<file path="config.mk">
export PLATFORM = sky130hd
export DESIGN_NAME = espc_ctrl
export DESIGN_NICKNAME = d
export VERILOG_FILES = /design/src/hdl/espc_pkg.sv /design/src/hdl/espc_ctrl.sv
export VERILOG_INCLUDE_DIRS = /design/src /design/src/hdl
export SDC_FILE = /design/constraint.sdc
export NUM_CORES = 1
export LEC_CHECK = 0
export BUFFER_PORTS_ARGS = -buffer_cell sky130_fd_sc_hd__buf_2
export CORE_UTILIZATION = 30
export DETAILED_ROUTE_END_ITERATION = 8
export MAX_ROUTING_LAYER = met4
export SLEW_MARGIN = 10
export SYNTH_ARGS = -nofsm -noshare
export SYNTH_HDL_FRONTEND = slang
export SYNTH_SLANG_ARGS = --single-unit
</file>
<file path="constraint.sdc">
create_clock -name clk -period 5.5 [get_ports clk]
set_clock_uncertainty 0.2 [all_clocks]
set_input_delay 0.275 -clock clk [delete_from_list [all_inputs] [get_ports clk]]
set_output_delay 0.275 -clock clk [all_outputs]
set_load 0.02 [all_outputs]
</file>
<file path="src/hdl/assert_macros.svh">
// Assertion helper macros shared by the speed controller RTL.
// No dependencies.
`ifndef ASSERT_MACROS_SVH
`define ASSERT_MACROS_SVH
// implication checked every clock, disabled in reset
`define ASSERT_IMPL(label, clk, rst_n, ante, cons, msg) \
	label: assert property (@(posedge clk) disable iff (!rst_n) (ante) |-> (cons)) \
		else $error(msg);
// next-cycle implication
`define ASSERT_NEXT(label, clk, rst_n, ante, cons, msg) \
	label: assert property (@(posedge clk) disable iff (!rst_n) (ante) |=> (cons)) \
		else $error(msg);
`endif

</file>
<file path="src/hdl/espc_pkg.sv">
// Package for the encoder speed PID controller: widths, constants, control types.
// No dependencies.
package espc_pkg;
	localparam int RING_DEPTH_DEF = 8;
	localparam int TIME_BITS_DEF  = 32;
	localparam int RPM_MAX        = 8388607;
	localparam int RPM_MIN        = -8388608;
	localparam int INTEG_LIMIT    = 25600;

	localparam logic [2:0] REG_TARGET = 3'd0;
	localparam logic [2:0] REG_GAIN_P = 3'd1;
	localparam logic [2:0] REG_GAIN_I = 3'd2;
	localparam logic [2:0] REG_GAIN_D = 3'd3;
	localparam logic [2:0] REG_ALPHA  = 3'd4;
	localparam logic [2:0] REG_BOUNCE = 3'd5;
	localparam logic [2:0] REG_STALE  = 3'd6;
	localparam logic [2:0] REG_SCALE  = 3'd7;

	typedef struct packed {
		logic edge_upd;
		logic sum_clr;
		logic sum_step;
		logic avg_start;
		logic quo_start;
		logic raw_load;
		logic ema;
		logic err;
		logic mul_p;
		logic mul_i;
		logic mul_d;
		logic finish;
	} cmd_t;

	typedef struct packed {
		logic sum_last;
		logic div_busy;
		logic div_done;
	} sts_t;
endpackage

</file>
<file path="src/hdl/espc_ctrl.sv">
// Sequencer for edge and tick items; drives the datapath commands.
// Depends on espc_pkg and assert_macros.svh.
`include "assert_macros.svh"
module espc_ctrl (
	input  logic           clk,
	input  logic           arst_n,
	input  logic           in_fire,
	input  logic           in_action,
	output logic           in_ready,
	output logic           out_valid,
	input  logic           out_ready,
	output espc_pkg::cmd_t cmd,
	input  espc_pkg::sts_t sts
);
	localparam logic [3:0] S_IDLE = 4'd0, S_EDGE = 4'd1, S_CLR = 4'd2, S_SUM = 4'd3,
		S_AVG = 4'd4, S_AVGW = 4'd5, S_QUO = 4'd6, S_QUOW = 4'd7, S_RAW = 4'd8,
		S_EMA = 4'd9, S_ERR = 4'd10, S_MP = 4'd11, S_MI = 4'd12, S_MD = 4'd13,
		S_FIN = 4'd14;
	logic [3:0] state_q, state_d;
	logic ov_q;

	always_comb begin
		cmd = '0;
		state_d = state_q;
		case (state_q)
			S_IDLE: if (in_fire) state_d = in_action ? S_CLR : S_EDGE;
			S_EDGE: begin cmd.edge_upd = 1'b1; state_d = S_IDLE; end
			S_CLR:  begin cmd.sum_clr = 1'b1; state_d = S_SUM; end
			S_SUM:  begin cmd.sum_step = 1'b1; if (sts.sum_last) state_d = S_AVG; end
			S_AVG:  begin cmd.avg_start = 1'b1; state_d = S_AVGW; end
			S_AVGW: if (sts.div_done) state_d = S_QUO;
			S_QUO:  begin cmd.quo_start = 1'b1; state_d = S_QUOW; end
			S_QUOW: if (sts.div_done) state_d = S_RAW;
			S_RAW:  begin cmd.raw_load = 1'b1; state_d = S_EMA; end
			S_EMA:  begin cmd.ema = 1'b1; state_d = S_ERR; end
			S_ERR:  begin cmd.err = 1'b1; state_d = S_MP; end
			S_MP:   begin cmd.mul_p = 1'b1; state_d = S_MI; end
			S_MI:   begin cmd.mul_i = 1'b1; state_d = S_MD; end
			S_MD:   begin cmd.mul_d = 1'b1; state_d = S_FIN; end
			S_FIN:  if (!ov_q) begin cmd.finish = 1'b1; state_d = S_IDLE; end
			default: state_d = S_IDLE;
		endcase
	end

	always_ff @(posedge clk or negedge arst_n) begin
		if (!arst_n) begin
			state_q <= S_IDLE;
			ov_q <= 1'b0;
		end else begin
			state_q <= state_d;
			if (cmd.finish) ov_q <= 1'b1;
			else if (out_ready) ov_q <= 1'b0;
		end
	end

	assign in_ready  = state_q == S_IDLE;
	assign out_valid = ov_q;

	`ASSERT_NEXT(a_fin_valid, clk, arst_n, cmd.finish, ov_q, "result not raised")
	`ASSERT_IMPL(a_hold, clk, arst_n, ov_q && !out_ready, !cmd.finish, "result overwritten")
	`ASSERT_NEXT(a_div_wait, clk, arst_n, state_q == S_AVG, sts.div_busy, "divider idle")
endmodule

</file>
==> results of run 1 <==
path summary, 6_finish.rpt:
check / from / cells past startpoint / endpoint / slack [ns]
max in group asynchronous: arst_n / 2 / state_q[0] / 4.79
max: state_q[1] / 3 / cmd[0] / 3.49
max reg2reg: state_q[1] / 4 / state_q[1] / 3.49
min: out_ready / 3 / out_valid / 0.09
min reg2reg: out_valid / 1 / out_valid / 0.36
min in group asynchronous: arst_n / 2 / state_q[2] / 0.17
flip-flops by register name (all words and copies together), names as in the netlist:
register   cells
out_valid      1
state_q        4
layout make-up:
type / instances / area (µm²) / share of cell area [%]
tap: 15 / 18.8 / 3.40
timing repair buffer: 21 / 110 / 20.0
sequential: 5 / 125 / 22.7
inverter: 1 / 3.75 / 0.680
clock buffer: 4 / 26.3 / 4.76
multi-input combinational: 45 / 268 / 48.5
synthesized netlist by cell type (all sizes together), types with 3 or more instances:
library cell,instances,area share (%)
nor3,5,5.9
buf,3,5.0
nor2,10,9.5
nand2,4,3.6
dfrtp,5,30
nor2b,3,4.5
o31ai,3,5.3
a21oi,3,6.2
o21ai,4,4.7
nand2b,4,5.9
metrics by stage:
stage	setup slack, ns	area (µm²)	instances	utilization, %	power (mW)
after floorplan	3.72	422	55	-	0.250
after detailed placement	3.50	515	86	39.6	0.288
after global routing	3.33	552	91	42.4	0.365
final	3.49	552	91	42.4	0.333
after global placement	3.51	515	86	39.6	0.286
after CTS	3.47	552	91	42.4	0.335
cell usage in the layout (no fill, tap or decap):
cell type,n
o31ai_1,3
a21oi_4,1
a21oi_1,2
clkbuf_1,1
a22oi_1,1
or2_2,1
clkbuf_4,3
or4_4,1
a21o_1,1
nor3_1,5
inv_1,1
mux2_4,1
nor2b_1,3
o22ai_1,1
nand2_1,4
nor3b_1,1
nand2b_1,4
nand4_1,1
nor2_1,9
o21ai_0,4
o21a_1,1
buf_2,20
dlygate4sd3_1,1
nor2_2,1
dfrtp_1,5
critical path: cells and delay by family (launching register included):
kind          cells  cell delay [ns]
flops             1             0.63
buf+inv           1             0.22
simple gates      2             0.44
logic make-up after synthesis:
family,synth area share [%]
DFF,29.7
buffers and inverters,6.82
muxes,3.56
AOI/OAI and AO/OA,23.1
and+or+nand+nor,36.8
per-layer routing:
metal	GRT usage (%)	routed length [µm]	vias up
met4	10.3	14	0
met2	25.8	508	10
met1	18.8	494	231
li1	-	-	236
met3	8.52	41	2
met5	-	0	-
power by group through the flow:
| stage | logic (mW) | registers [mW] | clock network [mW] |
|---|---|---|---|
| finish | 0.186 | 0.104 | 0.0434 |
| global route | 0.207 | 0.110 | 0.0475 |
| CTS | 0.187 | 0.102 | 0.0456 |
| detailed placement | 0.185 | 0.103 | 0 |
| global placement | 0.182 | 0.103 | 0 |
| floorplan | 0.184 | 0.0661 | 0 |
==> results_dict.tcl, run 1 <==
set metrics [dict create \
    crit_type "flop to primary output" \
    ctsResizeCount 0 \
    syn_nets 63 \
    leakagePower_nw 0.278 \
    dr.pass1.iters 4 \
    num_antenna_cells 0 \
    hold_buffers 1 \
    fp-row-count 13 \
    syn_inst 55 \
    first_iter_violations 11 \
    path_max_fanout 16 \
    avgSynthCellArea_um2 7.67 \
    setup_tns_ns 0 \
    die_area_um2 1560 \
    wl_per_cell_um 11.6 \
    switchingPower_mw 0.170 \
    power_frac_comb_pct 55.8 \
    core-area_um2 1300 \
    dieHeight_um 39.5 \
    antenna_left 0 \
    hold_viol 0 \
    final_nets 85 \
    area_delta_synth_final_pct 30.9 \
    drive_above_1_share_pct 36.8 \
    cp.required_ns 5.03 \
    max_freq_mhz 497 \
    fill_cells 159 \
    vias 479 \
    port_buffers 20 \
    cts_max_path_buffers 2 \
    final_max_slew_viol_count 0 \
    arrival_ns 1.54 \
    initial_core_util_pct 32.4 \
    worstHoldPathType "primary input to flop" \
    ys_seq_area_share_pct 29.7 \
    drt_wl_total_mm 1.06 \
    dp_hpwl_um 758 \
    clock_insertion_delay_worst_skew_ns 0.25 \
    cts-buffers-inserted 3 \
    internal_power_mw 0.162 \
    cts-htree-levels 1 \
    worstMarginPinSlew_ns 0.478 \
    synthArstFlopShare_pct 100 \
    drc 0 \
    max_cap_violations 0 \
    cts_tree "built" \
    p_per_area_nw_per_um2 603 \
    slew_headroom_pct 68.2 \
    ys_seq_elements 5 \
    synth_cell_type_count 24 \
    p_seq_share_pct 31.2 \
    clkTransAtPathRegs_ns 0.05 \
    grt_usage_pct 17.5 \
    postCtsSetupBuffers 0 \
    setup_viol 0 \
    netlist_area_um2 422 \
    synthFlopType "dfrtp_1" \
    cts.sinks 5 \
    startpoint_type "flop" \
    critical-path-max-stage-delay_ns 0.63 \
    cts_root_buf "clkbuf_4" \
    viasPerCell 5.26 \
    grt_overflow 0 \
    fin_crit_ns 2.01 \
    die_width_um 39.5 \
    grt_pass1_vias 369 \
    cp_slowest_cell "dfrtp_1" \
    synth_edf_count 0 \
    routabilityCongestion 0.716 \
    fin_crit_sh_pct 36.6 \
    yosys_warnings 0 \
    grt_max_degree 17 \
    rsz0062_at_grt "no" \
    end_kind "primary output" \
    clkPwrFrac_pct 13.1 \
    swShare_pct 51.2 \
    hold_ws_ns 0.0871 \
    antenna_found_initial 0 \
    status "complete, no violations" \
    crit_chain "nand2b_1 -> nor3_1 -> buf_2" \
    grt_first_pass_wirelength_mm 1.66 \
    ioPinCount 22 \
    ir_drop_uv 298 \
]
Note: power is estimated with default switching activity, not from simulation.
==> run 2, diff against run 1 <==
==> constraint.sdc (replaced) <==
create_clock -name clk -period 1.96 [get_ports clk]
set_clock_uncertainty 0.2 [all_clocks]
set_input_delay 0.098 -clock clk [delete_from_list [all_inputs] [get_ports clk]]
set_output_delay 0.098 -clock clk [all_outputs]
set_load 0.02 [all_outputs]
==> run 2 against run 1 <==
  * Final cell count is 7.7% higher
  * Sequential power is 77% higher
  * Cell area is 11% higher
  * Sequential share of layout area is 2.2 points lower
  * Clock power grew to 2.9 times the previous value
  * Die area stayed put
  * Worst hold slack worse by 0.077 ns
  * Flip-flop and latch count stayed put
  * Utilization is 4.6 points higher
  * Count of clock-buffer cells in the layout stayed put
  * Critical path type unchanged
  * Largest power group unchanged
==> results_dict.tcl, run 2 (same netlist as run 1, synthesis figures left out) <==
set metrics [dict create \
    status "complete, no violations" \
    layout_common_cells "buf_2 (20), nor2_1 (9), nor3_1 (5), dfrtp_1 (5)" \
    max_cap_violations 0 \
    r2r_start "state_q[1]" \
    clkTransAtPathRegs_ns 0.05 \
    worstHoldPathType "primary input to flop" \
    final_max_slew_viol_count 0 \
    wl_per_cell_um 10.7 \
    first_iter_violations 7 \
    critical-path-max-stage-delay_ns 0.42 \
    end_kind "primary output" \
    r2r_slack_ns 0.21 \
    startpoint_type "flop" \
    port_buffers 20 \
    num_antenna_cells 0 \
    dp_hpwl_um 730 \
    grt_usage_pct 17.6 \
    clkPwrFrac_pct 12.5 \
    hp-start "in_action" \
    cts_root_buf "clkbuf_4" \
    switchingPower_mw 0.488 \
    grt_use_met2_pct 24.6 \
    cts-buffers-inserted 3 \
    postCtsSetupBuffers 0 \
    place_inst 90 \
    setup_viol 0 \
    fp-row-count 13 \
    final_nets 92 \
    path_max_fanout 10 \
    slew_headroom_pct 80.5 \
    p_per_area_nw_per_um2 1640 \
    grt_overflow 0 \
    ir_drop_uv 674 \
    routabilityCongestion 0.722 \
    grt_first_pass_wirelength_mm 1.75 \
    cp.required_ns 1.66 \
    arrival_ns 1.50 \
    ioPinCount 22 \
    grt_pass1_vias 429 \
    viasPerCell 4.82 \
    dieHeight_um 39.5 \
    cts-htree-levels 1 \
    crit_chain "buf_4 -> nand2b_1 -> nor3_1 -> buf_2" \
    path_depth 4 \
    setup_tns_ns 0 \
    grt_max_degree 16 \
    fin_crit_sh_pct 91.5 \
    grt_util_met3_pct 5.11 \
    die_width_um 39.5 \
    drt_wl_total_mm 1.05 \
    area_delta_synth_final_pct 45.1 \
    power_frac_comb_pct 69.1 \
    worst-path-buf-inv 2 \
    final_common_cell "buf_2" \
    drc 0 \
    rsz0062_at_grt "no" \
    leakagePower_nw 0.310 \
    largest_reg_flops 4 \
    cp_slowest_cell "dfrtp_1" \
    internal_power_mw 0.513 \
    cts_max_path_buffers 2 \
    grt_use_met1_pct 22.1 \
    drive_above_1_share_pct 38.6 \
    p_seq_share_pct 18.4 \
    clock_insertion_delay_worst_skew_ns 0.25 \
    cpLargestDelayFamily "flip-flops" \
    r2r_cells 4 \
    stdcell_count 98 \
    holdPathStages 4 \
    dr.pass1.iters 4 \
    ctsResizeCount 0 \
    hold_buffers 4 \
    crit_type "flop to primary output" \
    hold_end "state_q[0]" \
    max_flop_register "state_q" \
    worstMarginPinSlew_ns 0.290 \
    busiest_layer "met2" \
    die_area_um2 1560 \
    fin_crit_ns 1.79 \
    hold_viol 0 \
    cts.sinks 5 \
    swShare_pct 48.8 \
    max_freq_mhz 558 \
    cts_tree "built" \
    vias 472 \
    core-area_um2 1300 \
    antenna_left 0 \
    r2r-end "state_q[1]" \
    antenna_found_initial 0 \
    initial_core_util_pct 32.4 \
]
## run 2: metal layers
metal | up-vias | routed length (µm) | part of all wire [%]
li1 | 250 | - | -
met1 | 209 | 492 | 47
met3 | 4 | 31 | 3.0
met4 | 0 | 29 | 2.8
met2 | 9 | 493 | 47
met5 | - | 0 | 0
## run 2: power by group through the flow
stage / logic, mW / registers [mW] / clock network [mW]
after floorplan: 0.517 / 0.185 / 0
after global placement: 0.684 / 0.185 / 0
after detailed placement: 0.683 / 0.186 / 0
after CTS: 0.693 / 0.184 / 0.126
after global routing: 0.769 / 0.193 / 0.137
final: 0.692 / 0.184 / 0.125
## run 2: worst reg2reg max path, delay by kind of cell (launching register included)
kind	cells	cell delay, ns
AO/OA/AOI/OAI	1	0.18
flip-flops	1	0.37
multiplexers	1	0.28
AND/OR/NAND/NOR	2	0.60
## run 2: through the flow
step / setup slack [ns] / hold WS [ns] / utilization (%) / total power [mW] / area, µm²
floorplan: 0.192 / -0.398 / - / 0.702 / 422
global placement: 0.226 / -0.281 / 41.9 / 0.869 / 546
detailed placement: 0.228 / -0.280 / 41.9 / 0.868 / 546
CTS: 0.148 / 0.00788 / 47.0 / 1.00 / 612
global route: 0.0428 / 0.0743 / 47.0 / 1.10 / 612
finish: 0.167 / 0.0102 / 47.0 / 1.00 / 612
## run 2: worst max-delay path by stage
stage	end	from
after CTS	cmd[0]	state_q[0]
after floorplan	state_q[1]	state_q[3]
final	cmd[0]	state_q[0]
after detailed placement	state_q[1]	state_q[1]
after global placement	state_q[1]	state_q[1]
after global routing	cmd[0]	state_q[0]
## run 2: layout make-up
cell class / instances / area (µm²)
inverter: 1 / 3.75
fill: 148 / 689
timing repair buffer: 28 / 170
tap: 15 / 18.8
multi-input combinational: 45 / 268
sequential: 5 / 125
clock buffer: 4 / 26.3
==> run 3, diff against run 2 <==
==> constraint.sdc (replaced) <==
create_clock -name clk -period 2 [get_ports clk]
set_clock_uncertainty 0.2 [all_clocks]
set_input_delay 0.1 -clock clk [delete_from_list [all_inputs] [get_ports clk]]
set_output_delay 0.1 -clock clk [all_outputs]
set_load 0.02 [all_outputs]
==> run 3 against run 2 <==
  * Routed wire length fell by 1.6%
  * Worst hold slack gained 0.012 ns
  * First-iteration DRC count is 86% higher
  * Global-route usage grew 0.61 points
  * Cell area is the same
  * Non-clock buffer count stayed put
  * Flip-flop and latch count stayed put
  * Worst setup slack better by 0.0079 ns
  * Critical path type unchanged
  * Largest power group unchanged
==> results_dict.tcl, run 3 (same netlist as run 1, synthesis figures left out) <==
set metrics [dict create \
    drt_wl_total_mm 1.03 \
    worstHoldPathType "primary input to flop" \
    cts_root_buf "clkbuf_4" \
    cts.sinks 5 \
    clkTransAtPathRegs_ns 0.05 \
    startpoint_type "flop" \
    clock_insertion_delay_worst_skew_ns 0.25 \
    ioPinCount 22 \
    postCtsSetupBuffers 0 \
    cts_tree "built" \
    grt_usage_pct 18.2 \
    first_iter_violations 13 \
    leakagePower_nw 0.310 \
    ctsResizeCount 0 \
    wl_per_cell_um 10.5 \
    initial_core_util_pct 32.4 \
    p_per_area_nw_per_um2 1600 \
    cp.required_ns 1.70 \
    finalPower_mw 0.981 \
    hold_ws_ns 0.0220 \
    core-area_um2 1300 \
    viasPerCell 5.05 \
    cts_max_path_buffers 2 \
    dr.pass1.iters 4 \
    final_nets 92 \
    hold_viol 0 \
    area_delta_synth_final_pct 45.1 \
    cts-htree-levels 1 \
    fill_cells 144 \
    dp_hpwl_um 742 \
    layout_common_cells "buf_2 (20), nor2_1 (9), nor3_1 (5), dfrtp_1 (5)" \
    dieHeight_um 39.5 \
    routabilityCongestion 0.756 \
    cts-buffers-inserted 3 \
    num_antenna_cells 0 \
    worstMarginPinSlew_ns 0.255 \
    max_flop_register "state_q" \
    max_freq_mhz 548 \
    final_common_cell "buf_2" \
    max_cap_violations 0 \
    final_area_um2 612 \
    die_area_um2 1560 \
    setup_tns_ns 0 \
    setup_viol 0 \
    port_buffers 20 \
    hold_buffers 4 \
    antenna_found_initial 0 \
    fin_crit_ns 1.83 \
    antenna_left 0 \
    largest_reg_flops 4 \
    grt_pass1_vias 400 \
    grt_overflow 0 \
    fp-row-count 13 \
    slew_headroom_pct 82.9 \
    vias 495 \
    final_util_pct 47.0 \
    fin_crit_sh_pct 91.3 \
    path_max_fanout 10 \
    end_kind "primary output" \
    grt_first_pass_wirelength_mm 1.73 \
    final_max_slew_viol_count 0 \
    drc 0 \
    rsz0062_at_grt "no" \
    drive_above_1_share_pct 38.6 \
    multi_input_area_um2 268 \
    crit_type "flop to primary output" \
    grt_max_degree 16 \
    ir_drop_uv 606 \
    arrival_ns 1.53 \
    status "complete, no violations" \
    seqCellArea_um2 125 \
    die_width_um 39.5 \
    place_area_um2 546 \
]
-- run 3: cell counts in the layout (fill, tap and decap cells not counted) --
No cell type changed its count.
-- run 3: where the power goes --
group	total [mW]	internal (mW)	leakage, nW	switching, mW
Clock	0.121	0.0757	0.0150	0.0454
Sequential	0.182	0.147	0.0637	0.0351
Combinational	0.677	0.279	0.231	0.398
-- run 3: per-stage QoR --
step,cells,setup slack [ns]
global placement,90,0.265
floorplan,55,0.232
global route,98,0.0615
detailed placement,90,0.269
finish,98,0.175
CTS,98,0.178
-- run 3: final cells by class --
class / instances / share of cell area (%)
inverter: 1 / 0.613
timing repair buffer: 28 / 27.8
multi-input combinational: 45 / 43.8
clock buffer: 4 / 4.29
sequential: 5 / 20.4
tap: 15 / 3.07
-- run 3: final timing paths --
kind | start | to | slack, ns | depth (start not counted)
setup / recovery | state_q[0] | cmd[0] | 0.17 | 4
hold / removal | in_action | state_q[0] | 0.02 | 4
setup reg to reg | state_q[1] | state_q[1] | 0.26 | 4
hold reg to reg | out_valid | out_valid | 0.35 | 1
max in group asynchronous | arst_n | state_q[1] | 0.84 | 3
min in group asynchronous | arst_n | state_q[0] | 0.56 | 3
-- run 3: metal layers --
metal  up-vias  part of all wire [%]  track usage, %
met4         0                   3.5            18.1
met1       228                    48            22.8
met5         -                     0               -
met3         4                   4.5            5.11
li1        248                     -               -
met2        15                    44            22.1
-- run 3: worst max-delay path: stages, from the launching register on --
cell and delay, ns:
dfrtp_1 0.43, buf_4 0.20, nand2b_1 0.20, nor3_1 0.23
buf_2 0.22
